File: src/rtl/gbn_pkg.sv
package gbn_pkg;

  // fixed field widths
  localparam int unsigned OPCODE_W = 2;
  localparam int unsigned SEQ_W    = 16;
  localparam int unsigned KIND_W   = 3;
  localparam int unsigned CHUNK_W  = 9;
  localparam int unsigned LEN_W    = 16;
  localparam int unsigned WIN_W    = 6;
  localparam int unsigned TICK_W   = 16;
  localparam int unsigned RETRY_W  = 4;
  localparam int unsigned CNT_W    = SEQ_W + 1;   // next_seq and base + 1 reach 65536
  localparam int unsigned OFF_W    = CNT_W + CHUNK_W;
  localparam int unsigned PC_W     = 5;
  localparam int unsigned PADDR_W  = 5;

  // clamps applied to the configuration
  localparam int unsigned MAX_WINDOW  = 32;
  localparam int unsigned MAX_RESULTS = 32;
  localparam int unsigned CHUNK_LIMIT = 511;

  // register reset values
  localparam logic [CHUNK_W-1:0] CHUNK_RST   = 9'd64;
  localparam logic [LEN_W-1:0]   LENGTH_RST  = 16'd1024;
  localparam logic [WIN_W-1:0]   WINDOW_RST  = 6'd8;
  localparam logic [TICK_W-1:0]  TIMEOUT_RST = 16'd3;
  localparam logic [RETRY_W-1:0] RETRIES_RST = 4'd10;

  // register indexes
  localparam logic [2:0] REG_CHUNK   = 3'd0;
  localparam logic [2:0] REG_LENGTH  = 3'd1;
  localparam logic [2:0] REG_WINDOW  = 3'd2;
  localparam logic [2:0] REG_TIMEOUT = 3'd3;
  localparam logic [2:0] REG_RETRIES = 3'd4;

  // input opcodes
  localparam logic [OPCODE_W-1:0] OP_START = 2'd0;
  localparam logic [OPCODE_W-1:0] OP_ACK   = 2'd1;
  localparam logic [OPCODE_W-1:0] OP_TICK  = 2'd2;

  // result kinds
  localparam logic [KIND_W-1:0] KIND_DATA     = 3'd0;
  localparam logic [KIND_W-1:0] KIND_TERMINAL = 3'd1;
  localparam logic [KIND_W-1:0] KIND_NOTHING  = 3'd2;
  localparam logic [KIND_W-1:0] KIND_FINISHED = 3'd3;
  localparam logic [KIND_W-1:0] KIND_FAILED   = 3'd4;

  // transfer phases
  localparam logic [1:0] PH_IDLE = 2'd0;
  localparam logic [1:0] PH_SEND = 2'd1;
  localparam logic [1:0] PH_DONE = 2'd2;
  localparam logic [1:0] PH_FAIL = 2'd3;

  typedef enum logic [1:0] {
    W_NONE,
    W_IN,
    W_OUT
  } wait_e;

  typedef enum logic [3:0] {
    A_NONE,
    A_LATCH,
    A_START,
    A_ACK,
    A_TICK,
    A_GOBACK,
    A_MUL,
    A_EMIT_SEG,
    A_EMIT_NOTHING,
    A_EMIT_FINISH,
    A_EMIT_FAIL
  } act_e;

  typedef enum logic [3:0] {
    C_NEVER,
    C_ALWAYS,
    C_IS_START,
    C_IGNORE,
    C_IS_TICK,
    C_TEARDOWN,
    C_NOT_EXPIRED,
    C_RETRY_EXH,
    C_NO_SEG,
    C_NOT_LAST
  } cond_e;

  typedef struct packed {
    wait_e             waitc;
    act_e              act;
    cond_e             cond;
    logic [PC_W-1:0]   target;
  } uword_t;

  // program step addresses
  localparam logic [PC_W-1:0] S_FETCH    = 5'd0;
  localparam logic [PC_W-1:0] S_IS_START = 5'd1;
  localparam logic [PC_W-1:0] S_IGNORE   = 5'd2;
  localparam logic [PC_W-1:0] S_IS_TICK  = 5'd3;
  localparam logic [PC_W-1:0] S_TEARDOWN = 5'd4;
  localparam logic [PC_W-1:0] S_ACK      = 5'd5;
  localparam logic [PC_W-1:0] S_TICK     = 5'd6;
  localparam logic [PC_W-1:0] S_EXPIRED  = 5'd7;
  localparam logic [PC_W-1:0] S_RETRY    = 5'd8;
  localparam logic [PC_W-1:0] S_GOBACK   = 5'd9;
  localparam logic [PC_W-1:0] S_START    = 5'd10;
  localparam logic [PC_W-1:0] S_MUL      = 5'd11;
  localparam logic [PC_W-1:0] S_TEST     = 5'd12;
  localparam logic [PC_W-1:0] S_EMIT     = 5'd13;
  localparam logic [PC_W-1:0] S_RETURN   = 5'd14;
  localparam logic [PC_W-1:0] S_NOTHING  = 5'd15;
  localparam logic [PC_W-1:0] S_FINISH   = 5'd16;
  localparam logic [PC_W-1:0] S_FAIL     = 5'd17;

  // control store
  function automatic uword_t ucode(input logic [PC_W-1:0] pc);
    uword_t w;
    case (pc)
      S_FETCH:    w = '{W_IN,   A_LATCH,        C_NEVER,       S_FETCH};
      S_IS_START: w = '{W_NONE, A_NONE,         C_IS_START,    S_START};
      S_IGNORE:   w = '{W_NONE, A_NONE,         C_IGNORE,      S_NOTHING};
      S_IS_TICK:  w = '{W_NONE, A_NONE,         C_IS_TICK,     S_TICK};
      S_TEARDOWN: w = '{W_NONE, A_NONE,         C_TEARDOWN,    S_FINISH};
      S_ACK:      w = '{W_NONE, A_ACK,          C_ALWAYS,      S_MUL};
      S_TICK:     w = '{W_NONE, A_TICK,         C_NEVER,       S_FETCH};
      S_EXPIRED:  w = '{W_NONE, A_NONE,         C_NOT_EXPIRED, S_NOTHING};
      S_RETRY:    w = '{W_NONE, A_NONE,         C_RETRY_EXH,   S_FAIL};
      S_GOBACK:   w = '{W_NONE, A_GOBACK,       C_ALWAYS,      S_MUL};
      S_START:    w = '{W_NONE, A_START,        C_NEVER,       S_FETCH};
      S_MUL:      w = '{W_NONE, A_MUL,          C_NEVER,       S_FETCH};
      S_TEST:     w = '{W_NONE, A_NONE,         C_NO_SEG,      S_NOTHING};
      S_EMIT:     w = '{W_OUT,  A_EMIT_SEG,     C_NOT_LAST,    S_MUL};
      S_RETURN:   w = '{W_NONE, A_NONE,         C_ALWAYS,      S_FETCH};
      S_NOTHING:  w = '{W_OUT,  A_EMIT_NOTHING, C_ALWAYS,      S_FETCH};
      S_FINISH:   w = '{W_OUT,  A_EMIT_FINISH,  C_ALWAYS,      S_FETCH};
      S_FAIL:     w = '{W_OUT,  A_EMIT_FAIL,    C_ALWAYS,      S_FETCH};
      default:    w = '{W_NONE, A_NONE,         C_ALWAYS,      S_FETCH};
    endcase
    return w;
  endfunction

endpackage

File: src/rtl/gbn_in_if.sv
interface gbn_in_if;
  logic                             valid;
  logic                             ready;
  logic [gbn_pkg::OPCODE_W-1:0]     opcode;
  logic [gbn_pkg::SEQ_W-1:0]        ack_number;
  logic                             ack_is_teardown;

  modport source (output valid, opcode, ack_number, ack_is_teardown, input ready);
  modport sink   (input valid, opcode, ack_number, ack_is_teardown, output ready);
endinterface

File: src/rtl/gbn_out_if.sv
interface gbn_out_if;
  logic                             valid;
  logic                             ready;
  logic [gbn_pkg::KIND_W-1:0]       kind;
  logic [gbn_pkg::SEQ_W-1:0]        seq_number;
  logic [gbn_pkg::LEN_W-1:0]        byte_offset;
  logic [gbn_pkg::CHUNK_W-1:0]      byte_count;
  logic                             last;

  modport source (output valid, kind, seq_number, byte_offset, byte_count, last, input ready);
  modport sink   (input valid, kind, seq_number, byte_offset, byte_count, last, output ready);
endinterface

File: src/rtl/go_back_n_sender_window.sv
// an item is taken in the fetch step; its first result is registered in an emit step after the
//   decode steps for its kind (ignored, start, teardown, ack, go-back), once the output is free
// each segment sent passes the multiply, test and emit steps, plus any output stalls; a new item
//   is taken only after the last result of the previous one is registered
// segments are sent by the sequencer loop through the registered offset multiplier
// reset: asynchronous, registers return to their defaults, phase idle, sequencer at fetch
module go_back_n_sender_window (
  input  logic                          clk_i,
  input  logic                          rst_ni,
  gbn_in_if.sink                        in_i,
  gbn_out_if.source                     out_o,
  input  logic                          psel,
  input  logic                          penable,
  input  logic                          pwrite,
  input  logic [gbn_pkg::PADDR_W-1:0]   paddr,
  input  logic [31:0]                   pwdata,
  output logic [31:0]                   prdata,
  output logic                          pready
);

  localparam int unsigned CNT_W = gbn_pkg::CNT_W;
  localparam int unsigned OFF_W = gbn_pkg::OFF_W;

  // configuration registers
  logic [gbn_pkg::CHUNK_W-1:0] chunk_q;
  logic [gbn_pkg::LEN_W-1:0]   length_q;
  logic [gbn_pkg::WIN_W-1:0]   window_q;
  logic [gbn_pkg::TICK_W-1:0]  timeout_q;
  logic [gbn_pkg::RETRY_W-1:0] retries_q;

  // latched transaction
  logic [gbn_pkg::OPCODE_W-1:0] op_q;
  logic [gbn_pkg::SEQ_W-1:0]    ack_q;
  logic                         td_q;

  // window state; base is kept as highest ack plus one so reset is zero
  logic [CNT_W-1:0]            base_p1_q;
  logic [CNT_W-1:0]            next_q;
  logic [gbn_pkg::RETRY_W-1:0] retry_q;
  logic [gbn_pkg::TICK_W-1:0]  tick_q;
  logic [1:0]                  phase_q;
  logic [OFF_W-1:0]            off_q;

  // sequencer
  logic [gbn_pkg::PC_W-1:0] pc_q, pc_d;
  gbn_pkg::uword_t          uw;
  logic                     go;
  logic                     cond_true;

  // output register
  logic                         ovalid_q;
  logic [gbn_pkg::KIND_W-1:0]   okind_q;
  logic [gbn_pkg::SEQ_W-1:0]    oseq_q;
  logic [gbn_pkg::LEN_W-1:0]    ooff_q;
  logic [gbn_pkg::CHUNK_W-1:0]  ocnt_q;
  logic                         olast_q;
  logic                         out_free;

  // effective configuration and segment tests
  logic [gbn_pkg::CHUNK_W-1:0] chunk_eff;
  logic [gbn_pkg::WIN_W-1:0]   win_eff;
  logic [CNT_W:0]              diff;
  logic                        win_ok;
  logic                        is_data;
  logic                        is_term;
  logic                        seg_last;
  logic [gbn_pkg::LEN_W-1:0]   remain;
  logic [gbn_pkg::CHUNK_W-1:0] seg_cnt;
  logic                        ack_ok;
  logic                        cfg_wr;
  logic [2:0]                  cfg_idx;

  // ---------------------------------------------------------------- config port
  assign pready  = 1'b1;
  assign cfg_wr  = psel & penable & pwrite;
  assign cfg_idx = paddr[4:2];

  always_ff @(posedge clk_i or negedge rst_ni) begin
    if (!rst_ni) begin
      chunk_q   <= gbn_pkg::CHUNK_RST;
      length_q  <= gbn_pkg::LENGTH_RST;
      window_q  <= gbn_pkg::WINDOW_RST;
      timeout_q <= gbn_pkg::TIMEOUT_RST;
      retries_q <= gbn_pkg::RETRIES_RST;
    end else if (cfg_wr) begin
      case (cfg_idx)
        gbn_pkg::REG_CHUNK:   chunk_q   <= pwdata[gbn_pkg::CHUNK_W-1:0];
        gbn_pkg::REG_LENGTH:  length_q  <= pwdata[gbn_pkg::LEN_W-1:0];
        gbn_pkg::REG_WINDOW:  window_q  <= pwdata[gbn_pkg::WIN_W-1:0];
        gbn_pkg::REG_TIMEOUT: timeout_q <= pwdata[gbn_pkg::TICK_W-1:0];
        gbn_pkg::REG_RETRIES: retries_q <= pwdata[gbn_pkg::RETRY_W-1:0];
        default: ;
      endcase
    end
  end

  always_comb begin
    case (cfg_idx)
      gbn_pkg::REG_CHUNK:   prdata = {{(32-gbn_pkg::CHUNK_W){1'b0}}, chunk_q};
      gbn_pkg::REG_LENGTH:  prdata = {{(32-gbn_pkg::LEN_W){1'b0}}, length_q};
      gbn_pkg::REG_WINDOW:  prdata = {{(32-gbn_pkg::WIN_W){1'b0}}, window_q};
      gbn_pkg::REG_TIMEOUT: prdata = {{(32-gbn_pkg::TICK_W){1'b0}}, timeout_q};
      gbn_pkg::REG_RETRIES: prdata = {{(32-gbn_pkg::RETRY_W){1'b0}}, retries_q};
      default:              prdata = 32'd0;
    endcase
  end

  // ---------------------------------------------------------------- datapath terms
  // zero chunk acts as one, oversized chunk is clamped
  always_comb begin
    if (chunk_q == '0) begin
      chunk_eff = gbn_pkg::CHUNK_W'(1);
    end else if (32'(chunk_q) > gbn_pkg::CHUNK_LIMIT) begin
      chunk_eff = gbn_pkg::CHUNK_W'(gbn_pkg::CHUNK_LIMIT);
    end else begin
      chunk_eff = chunk_q;
    end
  end

  // zero window acts as one, clamp to window and result limits
  always_comb begin
    if (window_q == '0) begin
      win_eff = gbn_pkg::WIN_W'(1);
    end else if (32'(window_q) > gbn_pkg::MAX_WINDOW) begin
      win_eff = gbn_pkg::WIN_W'(gbn_pkg::MAX_WINDOW);
    end else if (32'(window_q) > gbn_pkg::MAX_RESULTS) begin
      win_eff = gbn_pkg::WIN_W'(gbn_pkg::MAX_RESULTS);
    end else begin
      win_eff = window_q;
    end
  end

  // segments outstanding beyond the highest ack, next is never below base + 1
  assign diff   = {1'b0, next_q} - {1'b0, base_p1_q};
  assign win_ok = diff < (CNT_W+1)'(win_eff);

  // off_q holds next * chunk: data while below the length, terminal when the
  // previous segment still started below the length
  assign is_data = off_q < OFF_W'(length_q);
  assign is_term = !is_data && (off_q < (OFF_W'(length_q) + OFF_W'(chunk_eff)));

  // a data segment always has a successor, so only the window can stop it
  assign seg_last = is_term || ((diff + (CNT_W+1)'(1)) >= (CNT_W+1)'(win_eff));

  assign remain  = length_q - off_q[gbn_pkg::LEN_W-1:0];
  assign seg_cnt = (remain < gbn_pkg::LEN_W'(chunk_eff)) ?
                   remain[gbn_pkg::CHUNK_W-1:0] : chunk_eff;

  // ack must be above the highest ack and below the next unsent number
  assign ack_ok = ({1'b0, ack_q} >= base_p1_q) && ({1'b0, ack_q} < next_q);

  // ---------------------------------------------------------------- sequencer
  assign uw       = gbn_pkg::ucode(pc_q);
  assign out_free = !ovalid_q || out_o.ready;

  always_comb begin
    case (uw.waitc)
      gbn_pkg::W_NONE: go = 1'b1;
      gbn_pkg::W_IN:   go = in_i.valid;
      gbn_pkg::W_OUT:  go = out_free;
      default:         go = 1'b1;
    endcase
  end

  always_comb begin
    case (uw.cond)
      gbn_pkg::C_NEVER:       cond_true = 1'b0;
      gbn_pkg::C_ALWAYS:      cond_true = 1'b1;
      gbn_pkg::C_IS_START:    cond_true = (op_q == gbn_pkg::OP_START);
      gbn_pkg::C_IGNORE:      cond_true = (op_q != gbn_pkg::OP_ACK && op_q != gbn_pkg::OP_TICK)
                                          || (phase_q != gbn_pkg::PH_SEND);
      gbn_pkg::C_IS_TICK:     cond_true = (op_q == gbn_pkg::OP_TICK);
      gbn_pkg::C_TEARDOWN:    cond_true = td_q;
      gbn_pkg::C_NOT_EXPIRED: cond_true = (tick_q < timeout_q);
      gbn_pkg::C_RETRY_EXH:   cond_true = (retry_q >= retries_q);
      gbn_pkg::C_NO_SEG:      cond_true = !win_ok || !(is_data || is_term);
      gbn_pkg::C_NOT_LAST:    cond_true = !seg_last;
      default:                cond_true = 1'b0;
    endcase
  end

  // a step that waits holds its address and suppresses its action
  always_comb begin
    if (!go) begin
      pc_d = pc_q;
    end else if (cond_true) begin
      pc_d = uw.target;
    end else begin
      pc_d = pc_q + gbn_pkg::PC_W'(1);
    end
  end

  // input is taken only in the fetch step
  assign in_i.ready = (uw.waitc == gbn_pkg::W_IN);

  always_ff @(posedge clk_i or negedge rst_ni) begin
    if (!rst_ni) begin
      pc_q <= gbn_pkg::S_FETCH;
    end else begin
      pc_q <= pc_d;
    end
  end

  // latched transaction fields
  always_ff @(posedge clk_i) begin
    if (go && uw.act == gbn_pkg::A_LATCH) begin
      op_q  <= in_i.opcode;
      ack_q <= in_i.ack_number;
      td_q  <= in_i.ack_is_teardown;
    end
  end

  // offset multiplier, registered before the test step
  always_ff @(posedge clk_i) begin
    if (go && uw.act == gbn_pkg::A_MUL) begin
      off_q <= OFF_W'(next_q) * OFF_W'(chunk_eff);
    end
  end

  // window state updates
  always_ff @(posedge clk_i or negedge rst_ni) begin
    if (!rst_ni) begin
      base_p1_q <= '0;
      next_q    <= '0;
      retry_q   <= '0;
      tick_q    <= '0;
      phase_q   <= gbn_pkg::PH_IDLE;
    end else if (go) begin
      case (uw.act)
        gbn_pkg::A_START: begin
          base_p1_q <= '0;
          next_q    <= '0;
          retry_q   <= '0;
          tick_q    <= '0;
          phase_q   <= gbn_pkg::PH_SEND;
        end
        gbn_pkg::A_ACK: begin
          if (ack_ok) begin
            base_p1_q <= CNT_W'(ack_q) + CNT_W'(1);
            retry_q   <= '0;
            tick_q    <= '0;
          end
        end
        gbn_pkg::A_TICK: begin
          // saturating timer
          if (tick_q != '1) begin
            tick_q <= tick_q + gbn_pkg::TICK_W'(1);
          end
        end
        gbn_pkg::A_GOBACK: begin
          next_q  <= base_p1_q;
          tick_q  <= '0;
          retry_q <= retry_q + gbn_pkg::RETRY_W'(1);
        end
        gbn_pkg::A_EMIT_SEG: begin
          next_q <= next_q + CNT_W'(1);
        end
        gbn_pkg::A_EMIT_FINISH: phase_q <= gbn_pkg::PH_DONE;
        gbn_pkg::A_EMIT_FAIL:   phase_q <= gbn_pkg::PH_FAIL;
        default: ;
      endcase
    end
  end

  // ---------------------------------------------------------------- output register
  always_ff @(posedge clk_i or negedge rst_ni) begin
    if (!rst_ni) begin
      ovalid_q <= 1'b0;
    end else if (go && (uw.act == gbn_pkg::A_EMIT_SEG || uw.act == gbn_pkg::A_EMIT_NOTHING ||
                        uw.act == gbn_pkg::A_EMIT_FINISH || uw.act == gbn_pkg::A_EMIT_FAIL)) begin
      ovalid_q <= 1'b1;
    end else if (out_o.ready) begin
      ovalid_q <= 1'b0;
    end
  end

  always_ff @(posedge clk_i) begin
    if (go) begin
      case (uw.act)
        gbn_pkg::A_EMIT_SEG: begin
          okind_q <= is_data ? gbn_pkg::KIND_DATA : gbn_pkg::KIND_TERMINAL;
          oseq_q  <= next_q[gbn_pkg::SEQ_W-1:0];
          ooff_q  <= is_data ? off_q[gbn_pkg::LEN_W-1:0] : length_q;
          ocnt_q  <= is_data ? seg_cnt : '0;
          olast_q <= seg_last;
        end
        gbn_pkg::A_EMIT_NOTHING, gbn_pkg::A_EMIT_FINISH, gbn_pkg::A_EMIT_FAIL: begin
          okind_q <= (uw.act == gbn_pkg::A_EMIT_NOTHING) ? gbn_pkg::KIND_NOTHING :
                     (uw.act == gbn_pkg::A_EMIT_FINISH)  ? gbn_pkg::KIND_FINISHED :
                                                           gbn_pkg::KIND_FAILED;
          oseq_q  <= '0;
          ooff_q  <= '0;
          ocnt_q  <= '0;
          olast_q <= 1'b1;
        end
        default: ;
      endcase
    end
  end

  assign out_o.valid       = ovalid_q;
  assign out_o.kind        = okind_q;
  assign out_o.seq_number  = oseq_q;
  assign out_o.byte_offset = ooff_q;
  assign out_o.byte_count  = ocnt_q;
  assign out_o.last        = olast_q;

endmodule

File: src/flat_wrapper.sv
// flat-port wrapper written by rule: the top's interface ports become plain ports
module go_back_n_sender_window_flat 
  (clk_i, rst_ni, psel, penable, pwrite, paddr, pwdata, prdata, pready, in_i_valid, in_i_opcode, in_i_ack_number, in_i_ack_is_teardown, in_i_ready, out_o_valid, out_o_kind, out_o_seq_number, out_o_byte_offset, out_o_byte_count, out_o_last, out_o_ready);
  gbn_in_if in_i_i ();
  gbn_out_if out_o_i ();
  input  logic clk_i;
  input  logic rst_ni;
  input  logic psel;
  input  logic penable;
  input  logic pwrite;
  input  logic [gbn_pkg::PADDR_W-1:0] paddr;
  input  logic [31:0] pwdata;
  output logic [31:0] prdata;
  output logic pready;
  input wire logic [$bits(in_i_i.valid)-1:0] in_i_valid;
  input wire logic [$bits(in_i_i.opcode)-1:0] in_i_opcode;
  input wire logic [$bits(in_i_i.ack_number)-1:0] in_i_ack_number;
  input wire logic [$bits(in_i_i.ack_is_teardown)-1:0] in_i_ack_is_teardown;
  output wire logic [$bits(in_i_i.ready)-1:0] in_i_ready;
  output wire logic [$bits(out_o_i.valid)-1:0] out_o_valid;
  output wire logic [$bits(out_o_i.kind)-1:0] out_o_kind;
  output wire logic [$bits(out_o_i.seq_number)-1:0] out_o_seq_number;
  output wire logic [$bits(out_o_i.byte_offset)-1:0] out_o_byte_offset;
  output wire logic [$bits(out_o_i.byte_count)-1:0] out_o_byte_count;
  output wire logic [$bits(out_o_i.last)-1:0] out_o_last;
  input wire logic [$bits(out_o_i.ready)-1:0] out_o_ready;
  assign in_i_i.valid = in_i_valid;
  assign in_i_i.opcode = in_i_opcode;
  assign in_i_i.ack_number = in_i_ack_number;
  assign in_i_i.ack_is_teardown = in_i_ack_is_teardown;
  assign in_i_ready = in_i_i.ready;
  assign out_o_valid = out_o_i.valid;
  assign out_o_kind = out_o_i.kind;
  assign out_o_seq_number = out_o_i.seq_number;
  assign out_o_byte_offset = out_o_i.byte_offset;
  assign out_o_byte_count = out_o_i.byte_count;
  assign out_o_last = out_o_i.last;
  assign out_o_i.ready = out_o_ready;
  go_back_n_sender_window u_core (.clk_i(clk_i), .rst_ni(rst_ni), .in_i(in_i_i), .out_o(out_o_i), .psel(psel), .penable(penable), .pwrite(pwrite), .paddr(paddr), .pwdata(pwdata), .prdata(prdata), .pready(pready));
endmodule
File: config.mk
export PLATFORM = sky130hd
export DESIGN_NAME = go_back_n_sender_window_flat
export DESIGN_NICKNAME = d
export VERILOG_FILES = /design/src/rtl/gbn_pkg.sv /design/src/rtl/gbn_in_if.sv /design/src/rtl/gbn_out_if.sv /design/src/rtl/go_back_n_sender_window.sv /design/src/flat_wrapper.sv
export SDC_FILE = /design/constraint.sdc
export NUM_CORES = 1
export LEC_CHECK = 0
export BUFFER_PORTS_ARGS = -buffer_cell sky130_fd_sc_hd__buf_2
export CELL_PAD_IN_SITES_DETAIL_PLACEMENT = 1
export CELL_PAD_IN_SITES_GLOBAL_PLACEMENT = 1
export CORE_MARGIN = 10
export CORE_UTILIZATION = 43
export DETAILED_ROUTE_END_ITERATION = 10
export GPL_ROUTABILITY_DRIVEN = 0
export PLACE_DENSITY = 0.89
export SLEW_MARGIN = 40
export SYNTH_ARGS = -nofsm -noshare
export SYNTH_HDL_FRONTEND = slang
export SYNTH_SLANG_ARGS = --single-unit
File: constraint.sdc
create_clock -name clk_i -period 5.8 [get_ports clk_i]
set_input_delay 0.87 -clock clk_i [delete_from_list [all_inputs] [get_ports clk_i]]
set_output_delay 0.87 -clock clk_i [all_outputs]
set_load 0.05 [all_outputs]
# After elaboration in Yosys (flattened, before gate mapping)

Memories as Yosys holds them, arrays and structs flattened.
Index checks and enable logic that the tools add are counted.

Register bits: 203
Memory bits (read-only): 480
Memories: 1
Word-level logic and storage cells: 148

Memory list:

| memory           | depth | width | rd ports | clocked after memory_dff | wr ports | RTL line       | RTL |
|---|---|---|---|---|---|---|---|
| (name not given) | 32    | 15    | 1        | 0                        | 0        | gbn_pkg.sv:117 | `case (pc)` |

Add/subtract/negate cells: 9
Mux-type cells: 29
$lt $le $gt $ge: 10
Reduce and logical (&&, ||, !) cells: 43
$mul: 1
Bitwise operators: 2
Equal/unequal tests: 32

Operators by type and width:

| kind                    | count |
|---|---|
| $pmux W16 S5            | 1 |
| $pmux W16 S2            | 2 |
| $pmux W17 S3            | 1 |
| $mux W16                | 3 |
| $pmux W16 S3            | 1 |
| $pmux W17 S2            | 1 |
| $eq A4 B3 Y1 const B    | 8 |
| $mux W9                 | 3 |
| $lt A26 B16 Y1          | 1 |
| $lt A26 B26 Y1          | 1 |
| $mul A17 B9 Y26         | 1 |
| $eq A4 B4 Y1 const B    | 5 |
| $add A18 B1 Y18 const B | 1 |
| $ge A18 B6 Y1           | 1 |
| $lt A18 B6 Y1           | 1 |
| $pmux W9 S2             | 1 |
| $sub A17 B17 Y18        | 1 |
| $add A16 B1 Y17 const B | 1 |
| $add A16 B9 Y17         | 1 |
| $add A17 B1 Y17 const B | 1 |
| $ge A16 B17 Y1          | 1 |
| $lt A16 B17 Y1          | 1 |
| $mux W17                | 1 |
| $add A16 B1 Y16 const B | 1 |
| other kinds (42)        | 86 |

# Depth between registers and ports, before layout

Depth after elaboration: 10
Mapped depth: 30
Gate-level depth less buffers: 27

# Worst setup path after synthesis

No wires, ideal clock.

Path type: flip-flop to flip-flop
From: register u_core.chunk_q[3] (netlist name)
To: register u_core.off_q[25] (data pin)
Setup slack: -533 ps
Arrival time: 6073 ps
Stages on the path, launching flop included: 27
Clock period less this slack: 6333 ps
Library setup time: 259 ps
Cells stage by stage: dfrtp_1 clkbuf_1 nor4_1 a41o_1 clkbuf_1 buf_1 nand2_1 fa_1 fa_1 inv_1 ha_1 inv_1 fa_1 inv_1 ha_1 a21o_1 a21oi_1 nor2b_1 or4_1 a41o_1 o41ai_2 o2111ai_1 a31oi_1 o21bai_1 a21oi_1 a21oi_1 xnor2_1

Word-level cells in the longest chain between the ends: 3

Ends and longest elaborated chain:

| item                   | RTL line                       | RTL |
|---|---|---|
| from (decl)            | go_back_n_sender_window.sv:25  | `logic [gbn_pkg::CHUNK_W-1:0] chunk_q;` |
| from (signal assigned) | go_back_n_sender_window.sv:80  | `chunk_q <= gbn_pkg::CHUNK_RST;` |
| from (signal assigned) | go_back_n_sender_window.sv:87  | `gbn_pkg::REG_CHUNK: chunk_q <= pwdata[gbn_pkg::CHUNK_W-1:0];` |
| $logic_not A9 Y1       | go_back_n_sender_window.sv:111 | `if (chunk_q == '0) begin` |
| $mux W9 (*)            | go_back_n_sender_window.sv:111 |  |
| $mul A17 B9 Y26 (*)    | go_back_n_sender_window.sv:216 | `off_q <= OFF_W'(next_q) * OFF_W'(chunk_eff);` |
| to (signal assigned)   | go_back_n_sender_window.sv:216 |  |
| to (decl)              | go_back_n_sender_window.sv:42  | `logic [OFF_W-1:0] off_q;` |

Mark *: on every way between the ends. The rest lies on a longest branch, timed or not.
A chain may end at the register's enable or synchronous reset.

# Final worst setup path

From: register u_core.chunk_q[8] (netlist name)
To: register u_core.pc_q[4] (netlist name)

Word-level cells in the longest chain between the ends: 10

Ends and longest elaborated chain:

| item                    | RTL line                       | RTL |
|---|---|---|
| $logic_not A9 Y1        | go_back_n_sender_window.sv:111 |  |
| $mux W9 (*)             | go_back_n_sender_window.sv:111 |  |
| $add A16 B9 Y17 (*)     | go_back_n_sender_window.sv:140 | `assign is_term = !is_data && (off_q < (OFF_W'(length_q) + OFF_W'(chunk_eff)));` |
| $lt A26 B26 Y1 (*)      | go_back_n_sender_window.sv:140 |  |
| $logic_and A1 B1 Y1 (*) | go_back_n_sender_window.sv:140 |  |
| $logic_or A1 B1 Y1      | go_back_n_sender_window.sv:176 | `gbn_pkg::C_NO_SEG: cond_true = !win_ok \|\| !(is_data \|\| is_term);` |
| $logic_not A1 Y1        | go_back_n_sender_window.sv:176 |  |
| $logic_or A1 B1 Y1      | go_back_n_sender_window.sv:176 |  |
| $pmux W1 S9 (*)         | go_back_n_sender_window.sv:166 | `case (uw.cond)` |
| $mux W5 (*)             | go_back_n_sender_window.sv:186 | `end else if (cond_true) begin` |
| to (signal assigned)    | go_back_n_sender_window.sv:198 | `pc_q <= gbn_pkg::S_FETCH;` |
| to (signal assigned)    | go_back_n_sender_window.sv:200 | `pc_q <= pc_d;` |
| to (decl)               | go_back_n_sender_window.sv:45  | `logic [gbn_pkg::PC_W-1:0] pc_q, pc_d;` |

Marked as above.

==> impl_metrics.yaml <==
die:
  die_area_sq_um: 52540
  fp.dieW_microns: 229.2
  pin_count: 143
  coreArea_sq_um: 43170
  floorplan.initialDensity_pct: 43.60
  fp.dieH_microns: 229.2
  rows: 76
synthesis:
  synthTopCellsByArea: "edfxtp_1 (14%), dfrtp_1 (14%), ha_1 (13%)"
  yosys_warnings: 0
  synth_area_sq_um: 18820
  yosysMostFrequentCell: "inv_1"
  synth_cell_types: 88
  synthFlopType: "dfrtp_1"
  synth-seq-cells: 203
  synthCells: 2075
  avgSynthCellArea_sq_um: 9.071
  synthArstFlopShare_pct: 55.67
  synthTopCellsByCount: "inv_1 (242), nand2_1 (240), ha_1 (203)"
  synth-seq-area-share_pct: 29.43
  yosysTopAreaCellShare_pct: 14.36
  synth_edf_count: 90
  synth_top_area_cell: "edfxtp_1"
worst_setup_path:
  crit_top_cell: "buf_4"
  arrival_ps: 6610
  crit_fanout: 5
  cp_slowest_cell: "dfrtp_1"
  cp-start-kind: "flip-flop"
  setup.worst_path.class: "reg -> reg"
  required_ps: 6260
  slowest_delay_ps: 420
  endpoint_kind: "flip-flop"
power:
  pwr_density_cell_nw_per_um2: 483.3
  leakage_nw: 10.17
  vdd_ir_drop_max_mv: 0.4627
clock_tree:
  cts_hold_buf: 0
  clk_pin_slew_ps: 70
  cts_tree: "built"
  ctsHtreeMaxLevel: 1
  numCtsBuffers: 26
  cts_num_sinks: 203
  cts_buffer_depth: 3
  worst_skew_pair.late_latency_ps: 580
  cts_root_buf: "clkbuf_16"
timing:
  timing.hold.ws_ps: 257.2
  finalSetupTns_ps: -2657
  worst_pin_slew_ps: 969.7
  finalCriticalPeriod_ps: 6151
  rsz0062_at_grt: "yes"
  fin_ws_ps: -350.7
  slew_violations: 0
  setup_viol: 11
  finClkSkew_ps: 42.90
  finalCritPeriodShare_pct: 106.0
  hold_viol: 0
  max_freq_ghz: 0.1626
  relSlewSlack_pct: 34.81
job:
  cap_violations: 0
cells_and_area:
  syn_to_final_growth_pct: 15.63
  num_antenna_cells: 0
  drive_above_1_share_pct: 16.88
  finalNetCount: 2594
  fillers: 5013
  stdcell_area_sq_um: 21760
route:
  firstDrtPassIters: 5
  wire_per_inst_microns: 24.98
  drtIter0Drc: 1569
  vias: 17260
  ant_nets: 0
  vias_per_cell: 6.110
  drc: 0
  wirelength_microns: 70530
place:
  place_area_sq_um: 20320
  dpl.hpwl_microns: 48790
  portBuffers: 107
grt:
  antenna_found_initial: 0
  grt_max_degree: 58
  first_global_vias: 18640
  overflow: 0
  grt_use_total_pct: 25.00
  grt_pass1_wl_microns: 105600
outcome:
  failed_checks: "negative setup slack"
  outcome: "finished with violations"
hold_path:
  hp-class: "in -> async"
path summary, 6_finish.rpt:
path / from / end / slack (ps) / cells past startpoint
max: u_core.chunk_q[8]$_DFFE_PN0P_ / u_core.pc_q[4]$_DFFE_PN0P_ / -350 / 32
min: rst_ni / u_core.tick_q[1]$_DFFE_PN0P_ / 260 / 1
max reg2reg: u_core.chunk_q[8]$_DFFE_PN0P_ / u_core.pc_q[4]$_DFFE_PN0P_ / -350 / 32
min reg2reg: u_core.out_o.valid$_DFFE_PN0P_ / u_core.out_o.valid$_DFFE_PN0P_ / 500 / 1
max in group asynchronous: rst_ni / u_core.timeout_q[13]$_DFFE_PN0P_ / 4330 / 2
min in group clk_i: in_i_ack_number[0] / u_core.ack_q[0]$_DFFE_PP_ / 460 / 1
area by class of cell:
class | count | area (sq um) | share of cell area (%)
multi-input combinational | 1539 | 12310 | 56.58
sequential | 203 | 5539 | 25.45
timing repair buffer | 206 | 1331 | 6.117
inverter | 243 | 912.1 | 4.191
clock buffer | 37 | 784.5 | 3.604
tap | 585 | 732.0 | 3.363
clock inverter | 11 | 151.4 | 0.6956
registers in the layout, indices dropped and copies added (netlist names), 4 cells and up:
register and count:
u_core.ack_q 16, u_core.base_p1_q 17, u_core.chunk_q 9, u_core.length_q 16
u_core.next_q 17, u_core.off_q 26, u_core.out_o.byte_count 9, u_core.out_o.byte_offset 16
u_core.out_o.seq_number 16, u_core.pc_q 5, u_core.retries_q 4, u_core.retry_q 4
u_core.tick_q 16, u_core.timeout_q 16, u_core.window_q 6
worst max-delay path: cells and delay by family, from the launching register on:
kind	cells	cell delay, ps
AOI/OAI and AO/OA	15	2930
buffers and inverters	10	1140
and+or+nand+nor	3	740
adders and majority gates	3	710
DFF	1	420
xor gates and xnor gates	1	80
power by group:
group,internal [mW],total [mW],switching (mW)
Combinational,2.40,6.49,4.09
Sequential,1.85,2.23,0.377
Clock,1.08,1.80,0.720
Total,5.33,10.5,5.19
repair_timing:
action                                  4_1_cts  5_1_grt
resized for setup                            28       46
pin swaps                                    18       43
endpoints found under the setup margin       13       25
setup buffers                                13       12
layout by cell type, fill, tap and decap left out, types with 25 or more instances in the layout:
cell type  instances
ha_1             195
buf_2            107
nand3_1           44
a21oi_1           80
nor2_1           171
and3_1            28
xor2_1            30
clkbuf_16         28
nor3_1            33
dfrtp_1          106
fa_1             105
buf_4             88
nand2_1          238
xnor2_1           53
edfxtp_1          90
mux2i_1           38
inv_1            237
o21ai_0          105
a21o_1            42
mux2_2            25
per-stage QoR:
step	util (%)	setup WS, ps	power (mW)	instances
floorplan	-	-73.95	6.471	2090
global placement	46.90	-55.58	7.716	2747
detailed placement	47.06	-293.5	8.167	2750
CTS	49.71	-174.0	10.09	2811
global route	50.41	-525.4	11.11	2824
finish	50.41	-350.7	10.52	2824
cells by family after synthesis:
logic type      count (synthesis)  synth area share (%)
buf+inv                       348                 7.458
other cells                     2               0.03990
fa+ha+maj                     312                 25.09
xor+xnor                       87                 4.128
flops                         203                 29.43
mux                            65                 3.756
compound gates                408                 14.03
simple gates                  650                 16.08
per-layer routing:
metal	routed length [microns]	vias to the layer above	global-route usage, %
li1	-	7346	-
met1	26570	8718	28.71
met2	34650	882	43.41
met3	4809	309	4.438
met4	4500	0	13.82
met5	0	-	0
(Power assumes the default switching activity.)
